File: src/hdl/ssf_pkg.sv
// ----------------------------------------------------------------------------
// ssf_pkg
// Shared types, segment constants and digit helpers for the sensor reading
// seven-segment formatter.
// ----------------------------------------------------------------------------
package ssf_pkg;

    typedef logic [7:0] seg_t;

    // Display mode carried with each reading
    typedef enum logic [1:0] {
        FUNC_ERROR      = 2'd0,
        FUNC_TENTHS     = 2'd1,
        FUNC_HUMIDITY   = 2'd2,
        FUNC_SIXTEENTHS = 2'd3
    } func_t;

    // Result status
    typedef enum logic [2:0] {
        ST_OK        = 3'd0,
        ST_TEMP_NEG  = 3'd1,
        ST_TEMP_HIGH = 3'd2,
        ST_HUM_HIGH  = 3'd3,
        ST_TOO_LOW   = 3'd4,
        ST_TOO_HIGH  = 3'd5
    } status_t;

    // Four segment bytes, left to right, plus status
    typedef struct packed {
        seg_t    first;
        seg_t    second;
        seg_t    third;
        seg_t    fourth;
        status_t status;
    } ssf_result_t;

    localparam seg_t SEG_R     = 8'h50;
    localparam seg_t SEG_H_LO  = 8'h74;
    localparam seg_t SEG_H_UP  = 8'h76;
    localparam seg_t SEG_E     = 8'h79;
    localparam seg_t SEG_BLANK = 8'h00;
    localparam seg_t SEG_MINUS = 8'h40;
    localparam seg_t SEG_POINT = 8'h80;

    localparam logic [7:0]  NOT_YET_RESET   = 8'd1;
    localparam logic [15:0] TENTHS_MAX      = 16'd999;
    // largest raw humidity whose percent is still at most 100
    localparam logic [15:0] HUMIDITY_MAX    = 16'd1009;
    localparam logic [11:0] NEG_INT_MAX     = 12'd55;
    localparam logic [11:0] POS_INT_MAX     = 12'd99;
    // ceil(2^16 / 10): exact quotient for dividends below 1024
    localparam logic [12:0] DIV10_RECIP     = 13'd6554;
    localparam int          DIV10_SHIFT     = 16;

    // Hex digit to segment pattern
    function automatic seg_t glyph(input logic [3:0] d);
        seg_t g;
        case (d)
            4'h0: g = 8'h3f;
            4'h1: g = 8'h06;
            4'h2: g = 8'h5b;
            4'h3: g = 8'h4f;
            4'h4: g = 8'h66;
            4'h5: g = 8'h6d;
            4'h6: g = 8'h7d;
            4'h7: g = 8'h07;
            4'h8: g = 8'h7f;
            4'h9: g = 8'h6f;
            4'ha: g = 8'h77;
            4'hb: g = 8'h7c;
            4'hc: g = 8'h39;
            4'hd: g = 8'h5e;
            4'he: g = 8'h79;
            4'hf: g = 8'h71;
            default: g = SEG_BLANK;
        endcase
        return g;
    endfunction

    // Sixteenths to tenths digit, rounded to nearest
    function automatic logic [3:0] tenth_of_sixteenth(input logic [3:0] f);
        logic [3:0] t;
        case (f)
            4'd0:  t = 4'd0;
            4'd1:  t = 4'd1;
            4'd2:  t = 4'd1;
            4'd3:  t = 4'd2;
            4'd4:  t = 4'd3;
            4'd5:  t = 4'd3;
            4'd6:  t = 4'd4;
            4'd7:  t = 4'd4;
            4'd8:  t = 4'd5;
            4'd9:  t = 4'd6;
            4'd10: t = 4'd6;
            4'd11: t = 4'd7;
            4'd12: t = 4'd8;
            4'd13: t = 4'd8;
            4'd14: t = 4'd9;
            4'd15: t = 4'd9;
            default: t = 4'd0;
        endcase
        return t;
    endfunction

    // Tens digit of a value 0..99 by parallel threshold compares
    function automatic logic [3:0] tens_of(input logic [6:0] x);
        logic [3:0] t;
        t = 4'd0;
        for (int k = 1; k < 10; k++) begin
            if (x >= 7'(10 * k)) begin
                t = 4'(k);
            end
        end
        return t;
    endfunction

    // Units digit given the value and its tens digit
    function automatic logic [3:0] units_of(input logic [6:0] x, input logic [3:0] t);
        logic [6:0] t10;
        t10 = {t, 3'b000} + {2'b00, t, 1'b0};
        return 4'(x - t10);
    endfunction

endpackage

File: src/hdl/ssf_format.sv
// ----------------------------------------------------------------------------
// ssf_format
// Combinational formatting of one reading into four segment bytes and a
// status code.
// ----------------------------------------------------------------------------
module ssf_format
    import ssf_pkg::*;
(
    input  func_t       func,
    input  logic [15:0] value,
    input  logic [7:0]  not_yet_code,
    output ssf_result_t result
);

    logic [9:0]  div_in;
    logic [22:0] div_prod;
    logic [6:0]  quot;
    logic [9:0]  quot_x10;
    logic [3:0]  rem;
    logic [3:0]  quot_tens;
    logic [3:0]  quot_units;
    logic [6:0]  pct;
    logic [3:0]  pct_tens;
    logic [3:0]  pct_units;
    logic [15:0] mag;
    logic [11:0] integral;
    logic [3:0]  int_tens;
    logic [3:0]  int_units;
    logic        neg;
    seg_t        sign;
    seg_t        tenth;
    logic [7:0]  code;

    // Divide the low ten bits by ten; both modes that use it reject larger values
    assign div_in     = value[9:0];
    assign div_prod   = 23'(div_in) * 23'(DIV10_RECIP);
    assign quot       = div_prod[DIV10_SHIFT +: 7];
    assign quot_x10   = {quot, 3'b000} + {2'b00, quot, 1'b0};
    assign rem        = 4'(div_in - quot_x10);
    assign quot_tens  = tens_of(quot);
    assign quot_units = units_of(quot, quot_tens);

    // Humidity percent, full scale shown as 99
    assign pct        = (quot == 7'd100) ? 7'd99 : quot;
    assign pct_tens   = tens_of(pct);
    assign pct_units  = units_of(pct, pct_tens);

    // Sixteenths temperature magnitude and sign
    assign neg        = value[15];
    assign mag        = neg ? (~value + 16'd1) : value;
    assign integral   = mag[15:4];
    assign int_tens   = tens_of(integral[6:0]);
    assign int_units  = units_of(integral[6:0], int_tens);
    assign sign       = neg ? SEG_MINUS : SEG_BLANK;
    assign tenth      = glyph(tenth_of_sixteenth(mag[3:0]));

    assign code       = value[7:0];

    // Select the layout for the mode; out-of-range readings leave zeros
    always_comb begin
        result = '{SEG_BLANK, SEG_BLANK, SEG_BLANK, SEG_BLANK, ST_OK};
        case (func)
            FUNC_ERROR: begin
                if (code == not_yet_code) begin
                    result = '{SEG_POINT, SEG_POINT, SEG_POINT, SEG_POINT, ST_OK};
                end else begin
                    result = '{SEG_E, SEG_R, glyph(code[7:4]), glyph(code[3:0]), ST_OK};
                end
            end
            FUNC_TENTHS: begin
                if (neg) begin
                    result.status = ST_TEMP_NEG;
                end else if (value > TENTHS_MAX) begin
                    result.status = ST_TEMP_HIGH;
                end else begin
                    result.first  = SEG_H_UP;
                    result.second = (quot < 7'd10) ? SEG_BLANK : glyph(quot_tens);
                    result.third  = glyph(quot_units) | SEG_POINT;
                    result.fourth = glyph(rem);
                end
            end
            FUNC_HUMIDITY: begin
                if (value > HUMIDITY_MAX) begin
                    result.status = ST_HUM_HIGH;
                end else begin
                    if (pct < 7'd10) begin
                        result.first  = glyph(pct[3:0]);
                        result.second = SEG_BLANK;
                    end else begin
                        result.first  = glyph(pct_tens);
                        result.second = glyph(pct_units);
                    end
                    result.third  = SEG_R;
                    result.fourth = SEG_H_LO;
                end
            end
            FUNC_SIXTEENTHS: begin
                if (neg && (integral > NEG_INT_MAX)) begin
                    result.status = ST_TOO_LOW;
                end else if (!neg && (integral > POS_INT_MAX)) begin
                    result.status = ST_TOO_HIGH;
                end else begin
                    if (integral < 12'd10) begin
                        result.first  = SEG_BLANK;
                        result.second = sign;
                        result.third  = glyph(integral[3:0]) | SEG_POINT;
                    end else begin
                        result.first  = sign;
                        result.second = glyph(int_tens);
                        result.third  = glyph(int_units) | SEG_POINT;
                    end
                    result.fourth = tenth;
                end
            end
            default: begin
                result = '{SEG_BLANK, SEG_BLANK, SEG_BLANK, SEG_BLANK, ST_OK};
            end
        endcase
    end

endmodule

File: src/hdl/sensor_reading_seven_segment_formatter.sv
// ----------------------------------------------------------------------------
// sensor_reading_seven_segment_formatter
// Turns sensor readings and error codes into four seven-segment bytes.
// ----------------------------------------------------------------------------
// Each transfer in carries a mode (s_tuser) and a 16-bit reading (s_tdata);
// each transfer out carries four segment bytes and a status. The block is a
// two-register pipeline: readings are captured in an input register, formatted
// by one pass of shallow logic (a divide by ten through a reciprocal multiply,
// digit compares and glyph lookup), and held in a result register. One reading
// is taken every cycle while the result side keeps up; a stalled result stops
// the pipeline only once both registers are full. The code shown as four dots
// is set through the cfg port (reset value 1); the user must write it only
// while idle, which the block itself does not enforce.
// ----------------------------------------------------------------------------
module sensor_reading_seven_segment_formatter
    import ssf_pkg::*;
(
    input  logic        aclk,
    input  logic        aresetn,
    // input readings
    input  logic        s_tvalid,
    output logic        s_tready,
    input  logic [15:0] s_tdata,   // [15:0] value
    input  logic [1:0]  s_tuser,   // [1:0] func
    // formatted results
    output logic        m_tvalid,
    input  logic        m_tready,
    output logic [31:0] m_tdata,   // [7:0] seg_first, [15:8] seg_second,
                                   // [23:16] seg_third, [31:24] seg_fourth
    output logic [2:0]  m_tuser,   // [2:0] status
    // configuration: not_yet_code
    input  logic        cfg_valid,
    output logic        cfg_ready,
    input  logic [7:0]  cfg_data
);

    logic        in_valid_reg;
    func_t       in_func_reg;
    logic [15:0] in_value_reg;
    logic        out_valid_reg;
    ssf_result_t out_reg;
    ssf_result_t out_next;
    logic [7:0]  not_yet_reg;
    logic        out_ready;
    logic        in_ready;

    // Advance when the next stage is empty or draining
    assign out_ready = !out_valid_reg || m_tready;
    assign in_ready  = !in_valid_reg || out_ready;
    assign s_tready  = in_ready;
    assign cfg_ready = 1'b1;

    // Hold the configured not-yet code
    always_ff @(posedge aclk) begin
        if (!aresetn) begin
            not_yet_reg <= NOT_YET_RESET;
        end else if (cfg_valid) begin
            not_yet_reg <= cfg_data;
        end
    end

    // Capture the input transfer
    always_ff @(posedge aclk) begin
        if (!aresetn) begin
            in_valid_reg <= 1'b0;
        end else if (in_ready) begin
            in_valid_reg <= s_tvalid;
        end
    end

    always_ff @(posedge aclk) begin
        if (in_ready && s_tvalid) begin
            in_func_reg  <= func_t'(s_tuser);
            in_value_reg <= s_tdata;
        end
    end

    ssf_format u_format (
        .func         (in_func_reg),
        .value        (in_value_reg),
        .not_yet_code (not_yet_reg),
        .result       (out_next)
    );

    // Load the result register
    always_ff @(posedge aclk) begin
        if (!aresetn) begin
            out_valid_reg <= 1'b0;
        end else if (out_ready) begin
            out_valid_reg <= in_valid_reg;
        end
    end

    always_ff @(posedge aclk) begin
        if (out_ready && in_valid_reg) begin
            out_reg <= out_next;
        end
    end

    assign m_tvalid = out_valid_reg;
    assign m_tdata  = {out_reg.fourth, out_reg.third, out_reg.second, out_reg.first};
    assign m_tuser  = out_reg.status;

endmodule

File: config.mk
export PLATFORM = sky130hd
export DESIGN_NAME = sensor_reading_seven_segment_formatter
export DESIGN_NICKNAME = d
export VERILOG_FILES = /design/src/hdl/ssf_pkg.sv /design/src/hdl/ssf_format.sv /design/src/hdl/sensor_reading_seven_segment_formatter.sv
export SDC_FILE = /design/constraint.sdc
export NUM_CORES = 1
export LEC_CHECK = 0
export BUFFER_PORTS_ARGS = -buffer_cell sky130_fd_sc_hd__clkbuf_2
export CAP_MARGIN = 0
export CORE_UTILIZATION = 50
export DETAILED_ROUTE_END_ITERATION = 10
export PLACE_DENSITY = 0.71
export SYNTH_ARGS = -nofsm -noshare
export SYNTH_HDL_FRONTEND = slang
export SYNTH_SLANG_ARGS = --single-unit
export TNS_END_PERCENT = 1
File: constraint.sdc
create_clock -name aclk -period 7.6 [get_ports aclk]
set_input_delay 0.76 -clock aclk [delete_from_list [all_inputs] [get_ports aclk]]
set_output_delay 0.76 -clock aclk [all_outputs]
set_load 0.05 [all_outputs]
==> impl_metrics.py <==
metrics = {
    "yosys": {
        "synthesis.nets": 1278,
        "yosys_warnings": 0,
        "synth_edf_count": 51,
        "netlist.top_cell.by_area": "ha_1",
        "synth.avg_cell_area_um2": 8.75,
        "ys_ff_latch": 75,
        "yosysTopAreaCellShare": 0.212,
        "synth.area.top_cells": "ha_1 (21%), edfxtp_1 (16%), a21oi_1 (5.8%)",
        "synth_async_sr_flop_share": 0,
        "netlist_instances": 1063,
        "synth_flop_cell": "edfxtp_1",
        "netlist_area_mm2": 0.00930,
        "synth_seq_area_share": 0.216,
        "synth.distinct_cells": 98,
    },
    "route": {
        "ant_nets": 0,
        "dr.pass1.iters": 8,
        "highest-signal-layer": "met4",
        "route.met2.wl_um": 11600,
        "vias_per_cell": 6.04,
        "routedWlPerCell_um": 17.8,
        "wl_met3_um": 1460,
        "finalWirelength_um": 24500,
        "vias": 8288,
        "wl_met1_um": 10700,
        "drt_iter0_markers": 731,
        "drc_errors": 10,
    },
    "worst_setup_path": {
        "worst_ep_arrival_time_ns": 7.33,
        "path_max_fanout": 8,
        "cp_data_required_time_ns": 7.66,
        "critPathLaunchType": "flip-flop",
        "endpoint_kind": "flip-flop",
        "r2r_start": "in_value_reg[7]$_DFFE_PP_",
        "crit_start": "in_value_reg[7]$_DFFE_PP_",
        "r2r_cells": 23,
        "critical_path_class": "reg -> reg",
    },
    "placed_design": {
        "gp_congestion": 0.931,
        "place_inst": 1353,
        "io_buffers": 67,
        "place_ws_ns": 0.150,
        "place_hpwl_um": 19100,
    },
    "timing": {
        "setup-violations-final": 0,
        "slew_violations": 0,
        "slew-limit-headroom": 0.169,
        "worst_pin_slew_ns": 1.22,
        "final.setup.tns_ns": 0,
        "setup_ws_ns": 0.326,
        "timing.fmax_mhz": 137,
        "fin_crit_sh": 0.957,
        "period_needed_ns": 7.27,
        "hold_violations": 0,
        "fin_skew_ns": 0.00728,
    },
    "layout": {
        "finish.net_count": 1354,
        "n_antenna_cell": 0,
        "final_cell_mix": "ha_1 (158), a21oi_1 (107), nand2_1 (96)",
        "final_common_cell": "ha_1",
        "fin_cells": 1373,
        "num-fill-cells": 1612,
        "area.growth.synth_to_final_pct": 11.9,
        "drive_gt1_frac": 0.146,
    },
    "global_routing": {
        "grt_max_degree": 37,
        "grt_use_total": 0.259,
        "antenna_found_initial": 0,
        "grt_pass1_wl_um": 40200,
        "grt_overflow": 0,
        "grt_pass1_vias": 7906,
    },
    "status": {
        "run_status": "complete, but fails checks",
        "violations": "DRC",
    },
    "cts": {
        "ctsHoldBuffers": 0,
        "h-tree-depth": 3,
        "clk_latency_ns": 0.34,
        "clock-root-buffer": "clkbuf_16",
        "numCtsBuffers": 9,
        "cts_tree": "yes",
        "clock-sinks": 75,
        "cts.path.max_buffers": 2,
        "path_clk_slew_ns": 0.06,
    },
    "floorplanning": {
        "ios": 69,
        "rows": 49,
        "die_w_um": 138,
        "coreArea_mm2": 0.0181,
        "die_y_um": 138,
        "dieArea_mm2": 0.0192,
        "initial_core_util": 0.514,
    },
    "worst_hold_path": {
        "holdPathStages": 2,
        "hp-class": "reg -> reg",
        "worstHoldStart": "not_yet_reg[0]$_SDFFE_PN1P_",
    },
    "job": {
        "maxCapViolations": 0,
    },
}
## cells in the mapped netlist (4+ instances only)
library cell	n
xor2_1	11
nand2b_1	6
nor3_1	28
a31oi_1	19
nand3_1	28
and2_1	5
buf_4	4
nor2_1	65
a221oi_1	9
clkbuf_1	25
or2_2	4
inv_1	89
a211oi_1	8
nand2_1	96
edfxtp_1	51
buf_2	10
mux4_2	5
dfxtp_1	24
nand4_1	11
o21ai_0	51
o21a_1	5
a22oi_1	8
o21ai_1	7
and3_1	4
nor2b_1	14
o211ai_1	10
a21o_1	8
fa_1	26
a21oi_1	107
o221ai_1	9
o31ai_1	9
xnor2_1	37
ha_1	158
mux2i_1	11
a221o_1	4
## per-layer routing
metal  vias to the layer above  global-route usage
li1                       4013                   -
met1                      3929               0.338
met2                       300               0.440
met3                        46              0.0371
met4                         0              0.0828
met5                         -                   0
## area by class of cell
type	count	area (um^2)	area share
clock buffer	14	308	0.0296
clock inverter	2	13.8	0.00132
inverter	93	350	0.0337
multi-input combinational	856	6830	0.656
sequential	75	2010	0.193
tap	229	287	0.0275
timing repair buffer	104	613	0.0589
## per-stage QoR
stage,instance area [um^2],utilization,hold slack [ns]
5_1_grt,10400,0.576,0.533
6_report,10400,0.576,0.515
3_5_place_dp,10000,0.553,0.491
2_1_floorplan,9300,-,0.464
4_1_cts,10300,0.571,0.507
3_3_place_gp,10000,0.553,0.490
## worst paths after layout
path                            slack (ns)                     endpoint
worst min-delay path                  0.51  not_yet_reg[0]$_SDFFE_PN1P_
worst max-delay path                  0.33        m_tdata[17]$_DFFE_PP_
worst min register to register        0.51  not_yet_reg[0]$_SDFFE_PN1P_
worst max register to register        0.33        m_tdata[17]$_DFFE_PP_
## timing repair
item,CTS,global route
buffers inserted,0,3
setup endpoints to repair,0,14
resized for setup,0,9
## logic make-up (layout without fill, tap and decap cells)
logic type,after synthesis,after routing,synth area share
AOI/OAI and AO/OA,309,309,0.223
and+or+nand+nor,285,285,0.146
adders and majority gates,185,185,0.270
buffers and inverters,133,213,0.0576
DFF,75,75,0.216
xor gates and xnor gates,52,53,0.0529
muxes,23,23,0.0351
other,1,1,0.000403
## critical path, cell delays in order, from the launching register on
cell and delay [ns]:
edfxtp_1 0.39, inv_1 0.15, ha_1 0.30, inv_1 0.10
fa_1 0.44, fa_1 0.51, inv_1 0.05, fa_1 0.53
fa_1 0.44, ha_1 0.35, a21o_1 0.19, a21o_1 0.22
a2111oi_4 0.41, o221ai_4 0.24, xor2_2 0.28, nor4_2 0.44
o211ai_1 0.17, a22oi_2 0.37, inv_2 0.17, ha_1 0.44
inv_1 0.11, ha_1 0.31, a211oi_1 0.27, o41ai_2 0.13
Power is left out: the tool's default activity adds up to more than one toggle a clock period on the data nets, which glitch-free logic cannot reach.
